## src/sv/assert_macros.svh

```systemverilog
// Assertion macros shared by the decoder RTL
`ifndef ASSERT_MACROS_SVH
`define ASSERT_MACROS_SVH

// Implication checked on every clock, quiet during reset
`define ASSERT_IMPL(label, clk, rst_n, ante, cons, msg) \
  label: assert property (@(posedge clk) disable iff (!rst_n) (ante) |-> (cons)) \
    else $error(msg);

// Next-cycle implication, quiet during reset
`define ASSERT_NEXT(label, clk, rst_n, ante, cons, msg) \
  label: assert property (@(posedge clk) disable iff (!rst_n) (ante) |=> (cons)) \
    else $error(msg);

`endif

```

## src/sv/rv64d_pkg.sv

```systemverilog
// Types and constants for the RV64IM instruction decoder
package rv64d_pkg;

  localparam logic [1:0] ST_OK     = 2'd0;
  localparam logic [1:0] ST_ERR    = 2'd1;
  localparam logic [1:0] ST_UNIMPL = 2'd2;

  localparam logic [4:0] OPC_LOAD    = 5'h00;
  localparam logic [4:0] OPC_FENCE   = 5'h03;
  localparam logic [4:0] OPC_OPIMM   = 5'h04;
  localparam logic [4:0] OPC_AUIPC   = 5'h05;
  localparam logic [4:0] OPC_OPIMM32 = 5'h06;
  localparam logic [4:0] OPC_STORE   = 5'h08;
  localparam logic [4:0] OPC_OP      = 5'h0C;
  localparam logic [4:0] OPC_LUI     = 5'h0D;
  localparam logic [4:0] OPC_OP32    = 5'h0E;
  localparam logic [4:0] OPC_BRANCH  = 5'h18;
  localparam logic [4:0] OPC_JALR    = 5'h19;
  localparam logic [4:0] OPC_JAL     = 5'h1B;
  localparam logic [4:0] OPC_SYSTEM  = 5'h1C;

  localparam logic [31:0] W_ECALL  = 32'h0000_0073;
  localparam logic [31:0] W_EBREAK = 32'h0010_0073;
  localparam logic [31:0] W_URET   = 32'h0020_0073;
  localparam logic [31:0] W_SRET   = 32'h1020_0073;
  localparam logic [31:0] W_HRET   = 32'h2020_0073;
  localparam logic [31:0] W_MRET   = 32'h3020_0073;

  localparam logic [6:0] F7_ZERO = 7'h00;
  localparam logic [6:0] F7_MUL  = 7'h01;
  localparam logic [6:0] F7_ALT  = 7'h20;
  localparam logic [5:0] F6_SRA  = 6'h10;

  localparam int unsigned QDEPTH = 2;

  // mnemonic codes in dense order
  typedef enum logic [6:0] {
    M_LB, M_LH, M_LW, M_LD, M_LBU, M_LHU, M_LWU, M_FENCE, M_FENCE_I,
    M_MV, M_LI, M_ADDI, M_SLLI, M_SLTI, M_SLTIU, M_XORI, M_SRLI, M_SRAI, M_ORI, M_ANDI,
    M_AUIPC, M_ADDIW, M_SLLIW, M_SRLIW, M_SRAIW, M_SB, M_SH, M_SW, M_SD,
    M_ADD, M_MUL, M_SUB, M_SLL, M_SLT, M_SLTU, M_XOR, M_DIV, M_SRL, M_DIVU, M_SRA,
    M_OR, M_REM, M_AND, M_REMU, M_LUI,
    M_ADDW, M_MULW, M_SUBW, M_SLLW, M_DIVW, M_SRLW, M_DIVUW, M_SRAW, M_REMW, M_REMUW,
    M_BEQZ, M_BEQ, M_BNEZ, M_BNE, M_BLTZ, M_BLT, M_BGEZ, M_BGE, M_BLTUZ, M_BLTU,
    M_BGEUZ, M_BGEU,
    M_RET, M_JR, M_JALR, M_JAL, M_J, M_ECALL, M_EBREAK, M_URET, M_SRET, M_HRET, M_MRET,
    M_CSRW, M_CSRRW, M_CSRR, M_CSRS, M_CSRRS, M_CSRC, M_CSRRC, M_CSRWI, M_CSRRWI,
    M_CSRSI, M_CSRRSI, M_CSRCI, M_CSRRCI
  } mnem_t;

  // Front classification result handed to the back end
  typedef struct packed {
    logic [1:0]  status;
    logic [6:0]  mnemonic;
    logic [4:0]  rd;
    logic [4:0]  rs1;
    logic [4:0]  rs2;
    logic [31:0] imm;
    logic [11:0] csr;
    logic        has_target;
    logic [63:0] pc;
  } dec_t;

endpackage

```

## src/sv/rv64d_front.sv

```systemverilog
// Front end: classify the instruction word into a mnemonic and fields
module rv64d_front import rv64d_pkg::*; (
  input  logic [31:0] word,
  input  logic [63:0] pc,
  output dec_t        dec
);

  logic [4:0]  opc;
  logic [2:0]  f3;
  logic [6:0]  f7;
  logic [4:0]  rd, rs1, rs2;
  logic [31:0] iimm, imm;
  logic [11:0] csr;
  logic        tgt, hit;
  logic [6:0]  code;

  assign opc  = word[6:2];
  assign f3   = word[14:12];
  assign f7   = word[31:25];
  assign rd   = word[11:7];
  assign rs1  = word[19:15];
  assign rs2  = word[24:20];
  assign iimm = {{20{word[31]}}, word[31:20]};

  always_comb begin
    imm  = 32'd0;
    csr  = 12'd0;
    tgt  = 1'b0;
    hit  = 1'b1;
    code = 7'd0;
    unique case (opc)
      OPC_LOAD: begin
        imm = iimm;
        hit = (f3 != 3'd7);
        code = M_LB + {4'd0, f3};
      end
      OPC_FENCE: begin
        imm = iimm;
        hit = (f3 < 3'd2);
        code = M_FENCE + {4'd0, f3};
      end
      OPC_OPIMM: begin
        imm = iimm;
        unique case (f3)
          3'd0: code = (iimm == 32'd0) ? M_MV : ((rs1 == 5'd0) ? M_LI : M_ADDI);
          3'd1: begin code = M_SLLI; imm = {26'd0, word[25:20]}; end
          3'd2: code = M_SLTI;
          3'd3: code = M_SLTIU;
          3'd4: code = M_XORI;
          3'd5: begin
            imm = {26'd0, word[25:20]};
            if (word[31:26] == 6'd0) code = M_SRLI;
            else if (word[31:26] == F6_SRA) code = M_SRAI;
            else hit = 1'b0;
          end
          3'd6: code = M_ORI;
          default: code = M_ANDI;
        endcase
      end
      OPC_AUIPC: begin imm = {word[31:12], 12'd0}; code = M_AUIPC; end
      OPC_OPIMM32: begin
        imm = iimm;
        if (f3 == 3'd0) code = M_ADDIW;
        else if (f3 == 3'd1) begin code = M_SLLIW; imm = {27'd0, rs2}; end
        else if (f3 == 3'd5) begin
          imm = {27'd0, rs2};
          if (f7 == F7_ZERO) code = M_SRLIW;
          else if (f7 == F7_ALT) code = M_SRAIW;
          else hit = 1'b0;
        end else hit = 1'b0;
      end
      OPC_STORE: begin
        imm = {{20{word[31]}}, word[31:25], rd};
        hit = (f3 < 3'd4);
        code = M_SB + {4'd0, f3};
      end
      OPC_OP: begin
        unique case (f3)
          3'd0: if (f7 == F7_ZERO) code = M_ADD; else if (f7 == F7_MUL) code = M_MUL;
                else if (f7 == F7_ALT) code = M_SUB; else hit = 1'b0;
          3'd1: code = M_SLL;
          3'd2: code = M_SLT;
          3'd3: code = M_SLTU;
          3'd4: if (f7 == F7_ZERO) code = M_XOR; else if (f7 == F7_MUL) code = M_DIV;
                else hit = 1'b0;
          3'd5: if (f7 == F7_ZERO) code = M_SRL; else if (f7 == F7_MUL) code = M_DIVU;
                else if (f7 == F7_ALT) code = M_SRA; else hit = 1'b0;
          3'd6: if (f7 == F7_ZERO) code = M_OR; else if (f7 == F7_MUL) code = M_REM;
                else hit = 1'b0;
          default: if (f7 == F7_ZERO) code = M_AND; else if (f7 == F7_MUL) code = M_REMU;
                   else hit = 1'b0;
        endcase
      end
      OPC_LUI: begin imm = {word[31:12], 12'd0}; code = M_LUI; end
      OPC_OP32: begin
        unique case (f3)
          3'd0: if (f7 == F7_ZERO) code = M_ADDW; else if (f7 == F7_MUL) code = M_MULW;
                else if (f7 == F7_ALT) code = M_SUBW; else hit = 1'b0;
          3'd1: code = M_SLLW;
          3'd4: begin code = M_DIVW; hit = (f7 == F7_MUL); end
          3'd5: if (f7 == F7_ZERO) code = M_SRLW; else if (f7 == F7_MUL) code = M_DIVUW;
                else if (f7 == F7_ALT) code = M_SRAW; else hit = 1'b0;
          3'd6: begin code = M_REMW; hit = (f7 == F7_MUL); end
          3'd7: begin code = M_REMUW; hit = (f7 == F7_MUL); end
          default: hit = 1'b0;
        endcase
      end
      OPC_BRANCH: begin
        imm = {{20{word[31]}}, word[7], word[30:25], word[11:8], 1'b0};
        tgt = 1'b1;
        if (f3 < 3'd2) code = M_BEQZ + {3'd0, f3, 1'b0} + {6'd0, rs2 != 5'd0};
        else if (f3 >= 3'd4)
          code = M_BLTZ + {3'd0, f3 - 3'd4, 1'b0} + {6'd0, rs2 != 5'd0};
        else hit = 1'b0;
      end
      OPC_JALR: begin
        imm = iimm;
        tgt = 1'b1;
        if (iimm != 32'd0) code = M_JALR;
        else if (rs1 == 5'd1) code = M_RET;
        else code = (rd == 5'd0) ? M_JR : M_JALR;
      end
      OPC_JAL: begin
        imm = {{12{word[31]}}, word[19:12], word[20], word[30:21], 1'b0};
        tgt = 1'b1;
        code = (rd == 5'd0) ? M_J : M_JAL;
      end
      OPC_SYSTEM: begin
        imm = iimm;
        csr = word[31:20];
        unique case (f3)
          3'd0: begin
            if (word == W_ECALL) code = M_ECALL;
            else if (word == W_EBREAK) code = M_EBREAK;
            else if (word == W_URET) code = M_URET;
            else if (word == W_SRET) code = M_SRET;
            else if (word == W_HRET) code = M_HRET;
            else if (word == W_MRET) code = M_MRET;
            else hit = 1'b0;
          end
          3'd1: code = (rd == 5'd0) ? M_CSRW : M_CSRRW;
          3'd2: code = (rs1 == 5'd0) ? M_CSRR : ((rd == 5'd0) ? M_CSRS : M_CSRRS);
          3'd3: code = (rd == 5'd0) ? M_CSRC : M_CSRRC;
          3'd5: code = (rd == 5'd0) ? M_CSRWI : M_CSRRWI;
          3'd6: code = (rd == 5'd0) ? M_CSRSI : M_CSRRSI;
          3'd7: code = (rd == 5'd0) ? M_CSRCI : M_CSRRCI;
          default: hit = 1'b0;
        endcase
      end
      default: hit = 1'b0;
    endcase
  end

  always_comb begin
    dec = '0;
    if (word[1:0] != 2'b11) begin
      dec.status = ST_ERR;
    end else if (!hit) begin
      dec.status = ST_UNIMPL;
    end else begin
      dec.status     = ST_OK;
      dec.mnemonic   = code;
      dec.rd         = rd;
      dec.rs1        = rs1;
      dec.rs2        = rs2;
      dec.imm        = imm;
      dec.csr        = csr;
      dec.has_target = tgt;
      dec.pc         = pc;
    end
  end

endmodule

```

## src/sv/rv64d_queue.sv

```systemverilog
// Two-entry queue between decode front and target back end
module rv64d_queue import rv64d_pkg::*; (
  input  logic clk,
  input  logic rst_n,
  input  logic push,
  input  dec_t push_data,
  output logic full,
  input  logic pop,
  output logic nonempty,
  output dec_t pop_data
);

  dec_t       mem_r [QDEPTH];
  logic       wp_r, rp_r;
  logic [1:0] cnt_r;

  assign full     = (cnt_r == 2'(QDEPTH));
  assign nonempty = (cnt_r != 2'd0);
  assign pop_data = mem_r[rp_r];

  always_ff @(posedge clk) begin
    if (push) mem_r[wp_r] <= push_data;
  end

  always_ff @(posedge clk) begin
    if (!rst_n) begin
      wp_r  <= 1'b0;
      rp_r  <= 1'b0;
      cnt_r <= 2'd0;
    end else begin
      if (push) wp_r <= ~wp_r;
      if (pop)  rp_r <= ~rp_r;
      cnt_r <= cnt_r + {1'b0, push} - {1'b0, pop};
    end
  end

endmodule

```

## src/sv/rv64d_back.sv

```systemverilog
// Back end: target address add and output register
module rv64d_back import rv64d_pkg::*; (
  input  logic        clk,
  input  logic        rst_n,
  input  logic        q_nonempty,
  input  dec_t        q_data,
  output logic        q_pop,
  output logic        out_valid,
  input  logic        out_stall,
  output logic [1:0]  out_status,
  output logic [6:0]  out_mnemonic,
  output logic [4:0]  out_dest_reg,
  output logic [4:0]  out_src1_reg,
  output logic [4:0]  out_src2_reg,
  output logic [31:0] out_immediate,
  output logic [11:0] out_csr_number,
  output logic [63:0] out_target_address
);

  logic        valid_r;
  dec_t        d_r;
  logic [63:0] tgt_r, tgt_nxt;

  // Load output register when empty or being drained
  assign q_pop = q_nonempty && (!valid_r || !out_stall);
  assign tgt_nxt = q_data.has_target ? q_data.pc + {{32{q_data.imm[31]}}, q_data.imm} : 64'd0;

  always_ff @(posedge clk) begin
    if (!rst_n) valid_r <= 1'b0;
    else if (q_pop) valid_r <= 1'b1;
    else if (!out_stall) valid_r <= 1'b0;
  end

  always_ff @(posedge clk) begin
    if (q_pop) begin
      d_r   <= q_data;
      tgt_r <= tgt_nxt;
    end
  end

  assign out_valid          = valid_r;
  assign out_status         = d_r.status;
  assign out_mnemonic       = d_r.mnemonic;
  assign out_dest_reg       = d_r.rd;
  assign out_src1_reg       = d_r.rs1;
  assign out_src2_reg       = d_r.rs2;
  assign out_immediate      = d_r.imm;
  assign out_csr_number     = d_r.csr;
  assign out_target_address = tgt_r;

endmodule

```

## src/sv/rv64_instruction_decoder.sv

```systemverilog
// Top level of the RV64IM instruction decoder
//  channel | ports                      | direction
//  in      | in_valid/in_stall + fields | word and address in
//  out     | out_valid/out_stall + flds | decoded result out
// One item per cycle sustained while out_stall is low.
// Each word passes the two-entry queue, then the registered target adder.
// Synchronous active-low reset empties queue and output register.
// in_stall is raised while the queue is full, which follows a stalled output.
`include "assert_macros.svh"
module rv64_instruction_decoder import rv64d_pkg::*; (
  input  logic        clk,
  input  logic        rst_n,
  input  logic        in_valid,
  output logic        in_stall,
  input  logic [31:0] in_instruction_word,
  input  logic [63:0] in_instruction_address,
  output logic        out_valid,
  input  logic        out_stall,
  output logic [1:0]  out_status,
  output logic [6:0]  out_mnemonic,
  output logic [4:0]  out_dest_reg,
  output logic [4:0]  out_src1_reg,
  output logic [4:0]  out_src2_reg,
  output logic [31:0] out_immediate,
  output logic [11:0] out_csr_number,
  output logic [63:0] out_target_address
);

  dec_t fdec, qdata;
  logic q_full, q_ne, q_pop, push;

  rv64d_front u_front (
    .word(in_instruction_word), .pc(in_instruction_address), .dec(fdec)
  );

  assign in_stall = q_full;
  assign push     = in_valid && !q_full;

  rv64d_queue u_queue (
    .clk, .rst_n, .push, .push_data(fdec), .full(q_full),
    .pop(q_pop), .nonempty(q_ne), .pop_data(qdata)
  );

  rv64d_back u_back (
    .clk, .rst_n, .q_nonempty(q_ne), .q_data(qdata), .q_pop,
    .out_valid, .out_stall, .out_status, .out_mnemonic, .out_dest_reg,
    .out_src1_reg, .out_src2_reg, .out_immediate, .out_csr_number,
    .out_target_address
  );

  `ASSERT_IMPL(a_no_pop_empty, clk, rst_n, q_pop, q_ne, "pop from empty queue")
  `ASSERT_IMPL(a_err_zero, clk, rst_n, out_valid && out_status != ST_OK,
               out_mnemonic == 7'd0 && out_target_address == 64'd0, "error result not cleared")
  `ASSERT_NEXT(a_push_fill, clk, rst_n, push && !q_pop, q_ne, "queue lost a push")

endmodule
```

## config.mk

```make
export PLATFORM = sky130hd
export DESIGN_NAME = rv64_instruction_decoder
export DESIGN_NICKNAME = d
export VERILOG_FILES = /design/src/sv/rv64d_pkg.sv /design/src/sv/rv64d_front.sv /design/src/sv/rv64d_queue.sv /design/src/sv/rv64d_back.sv /design/src/sv/rv64_instruction_decoder.sv
export VERILOG_INCLUDE_DIRS = /design/src /design/src/sv
export SDC_FILE = /design/constraint.sdc
export NUM_CORES = 1
export LEC_CHECK = 0
export BUFFER_PORTS_ARGS = -buffer_cell sky130_fd_sc_hd__clkbuf_2
export CAP_MARGIN = 20
export CORE_ASPECT_RATIO = 1.2
export CORE_MARGIN = 2
export CORE_UTILIZATION = 30
export CTS_BUF_LIST = sky130_fd_sc_hd__clkbuf_4 sky130_fd_sc_hd__clkbuf_8 sky130_fd_sc_hd__clkbuf_16
export CTS_CLUSTER_DIAMETER = 200
export DETAILED_ROUTE_END_ITERATION = 8
export PLACE_DENSITY = 0.49
export RECOVER_POWER = 25
export REMOVE_ABC_BUFFERS = 1
export SLEW_MARGIN = 5
export SYNTH_ARGS = -nofsm -noshare
export SYNTH_HDL_FRONTEND = slang
export SYNTH_SLANG_ARGS = --single-unit
```

## constraint.sdc

```tcl
create_clock -name clk -period 11.1 [get_ports clk]
set_input_delay 0 -clock clk [delete_from_list [all_inputs] [get_ports clk]]
set_output_delay 0 -clock clk [all_outputs]
set_load 0.01 [all_outputs]
```

==> results.cfg <==
[synth]
synth_top_area_share = 0.578
ys_seq_area_frac = 0.584
syn_inst = 1713
syn_area_per_cell_um2 = 12.1
yosys_warnings = 0
ys_ff_latch = 404
ys_types = 79
synth_edf_count = 398
ys_top_cells_by_area = edfxtp_1, mux2_2, ha_1
async_flop_share = 0
synth_top_cell_by_area = edfxtp_1
synth_top_flop_cell = edfxtp_1
syn-cell-area_um2 = 20700

[clock_network]
cts_buffers = 45
cts_root_buffer = clkbuf_16
clockBufferDepth = 3
cts_tree = built
cts_htree_levels = 2
clkTransAtPathRegs_ns = 0.07
ctsResizeCount = 0
worstSkewPairLatency_ns = 0.58
numClockSinks = 404

[grt]
globalRouteOverflowTotal = 0
grt_usage = 0.177
grt_pass1_vias = 15500
grt_max_degree = 65
grt_pass1_wl_mm = 95.2
antenna_found_initial = 3

[final_layout]
layout-drive-gt1-share = 0.155
fin_area_um2 = 25000
fin_util = 0.365
regMostFlops = u_queue.mem_r
largest_reg_flops = 266
final_common_cell = edfxtp_1
fin_nets = 2186
mostFrequentLayoutCells = edfxtp_1, nor2_1, clkbuf_1
synthToLayoutAreaGrowth_pct = 20.7

[setup_path]
crit_path_max_fanout = 51
worstSetupEndpointType = flop
crit_path_frequent_cell = buf_4
crit_type = reg -> reg
critPathSlowestCell = dfxtp_1
cp_top_family = compound AO/OA/AOI/OAI gates
crit_chain = buf_4, buf_4, mux2i_1, inv_1, buf_4, ha_1, and3_1, nand2_1, a211o_1, o2111ai_1, o21ba_2, a221oi_1, a21oi_1, a22oi_1, o41ai_1
path_buf_inv = 4
arrival_ns = 6.69
slowest_delay_ns = 1.41
worstSetupStartpointType = flop
required_ns = 11.41

[die]
ios = 234
rows = 105
die_x_um = 244
coreArea_um2 = 68300
die-height_um = 292
dieArea_um2 = 71000
start_util = 0.303

[pwr]
power_density_nw_per_um2 = 237
power_mw = 5.92
p_leak_nw = 9.30
ir_drop_mv = 0.0962

[detailed_routing]
wl_per_cell_um = 21.7
drtIter0Drc = 924
routed_via_density = 5.02
drcViolationCount = 0
ant_nets = 0
via_count = 14900
wl_mm = 64.0
dr.pass1.iters = 5

[sta]
rsz0062_at_grt = false
max_freq_mhz = 157
drv_slew = 158
worst_slew_pin_slew_ns = 3.73
fin_skew_ns = 0.0205
fin_crit_sh = 0.575
finalSetupViolations = 0
slew_headroom = -1.48
finalCriticalPeriod_ns = 6.38
fin_tns_setup_ns = 0
hold_viol_final = 0

[hold_path]
hp-start = in_instruction_word[30]
hold_path_class = in -> reg

[outcome]
status = finished, violations left
violations = capacitance limit, slew limit

[job]
drv_cap = 5

[placement]
port_buffers = 233
routabilityCongestion = 0.885
placed_area_um2 = 22800
hpwl_mm = 45.7
## through the flow
stage / hold slack (ns) / setup WS, ns / instances
finish: 0.0606 / 4.72 / 2956
global route: 0.0433 / 4.12 / 2955
CTS: 0.00380 / 5.45 / 2955
detailed placement: 0.308 / 5.44 / 2782
global placement: 0.292 / 5.49 / 2782
floorplan: 0.117 / 2.58 / 1626
## layer usage
layer  track usage  part of all wire  vias to the layer above
met5             0           0.00020                        -
met4        0.0565             0.030                        2
met3        0.0303             0.044                      113
met2         0.318              0.51                      381
met1         0.216              0.42                     7343
li1              -                 -                     7012
## logic make-up after synthesis
logic type | count (synthesis) | share of synthesized area
flip-flops | 404 | 0.584
buffers and inverters | 119 | 0.0237
XOR/XNOR | 56 | 0.0237
AO/OA/AOI/OAI | 389 | 0.119
adder cells (fa/ha/maj) | 76 | 0.0464
AND/OR/NAND/NOR | 530 | 0.128
multiplexers | 139 | 0.0752
## area by class of cell
| type | count | area (um^2) |
|---|---|---|
| well taps | 909 | 1140 |
| repair buffers | 337 | 2000 |
| fillers | 6835 | 43400 |
| clock buffers | 50 | 1160 |
| flip-flops and latches | 404 | 12100 |
| inverters | 32 | 120 |
| diodes | 1 | 2.50 |
| clock inverters | 33 | 344 |
| multi-input cells | 1190 | 8120 |
## synthesized netlist by cell type (29+ instances only)
| cell | n |
|---|---|
| edfxtp_1 | 398 |
| nand2_1 | 113 |
| and2_1 | 106 |
| inv_1 | 31 |
| nor2_1 | 143 |
| xnor2_1 | 29 |
| a21oi_1 | 132 |
| mux2_2 | 130 |
| o21ai_0 | 73 |
| ha_1 | 75 |
| a21o_1 | 42 |
| clkbuf_1 | 64 |
## what timing repair did
item | in CTS | in global routing
hold buffers | 90 | 0
endpoints found under the hold margin | 272 | 0
buffers inserted | 0 | 0
## path summary, 6_finish.rpt
| kind | to | slack [ns] | cells after the start |
|---|---|---|---|
| worst max-delay path | u_back.out_target_address[57]$_SDFFCE_PN0P_ | 4.72 | 15 |
| worst min-delay path | u_queue.mem_r[1][107]$_DFFE_PP_ | 0.06 | 3 |
| worst max register to register | u_back.out_target_address[57]$_SDFFCE_PN0P_ | 4.72 | 15 |
| worst min register to register | u_back.out_src1_reg[2]$_DFFE_PP_ | 0.55 | 1 |
## tightest hold or removal path: stages
cell,delay (ns)
clkbuf_2,0.26
nand2_1,0.12
a21oi_1,0.07
## where the power goes
group	switching (mW)	internal (mW)	total (mW)
clock network	0.624	0.901	1.52
logic	1.35	0.743	2.09
registers	0.140	2.16	2.30
Note: power is estimated with default switching activity, not from simulation.
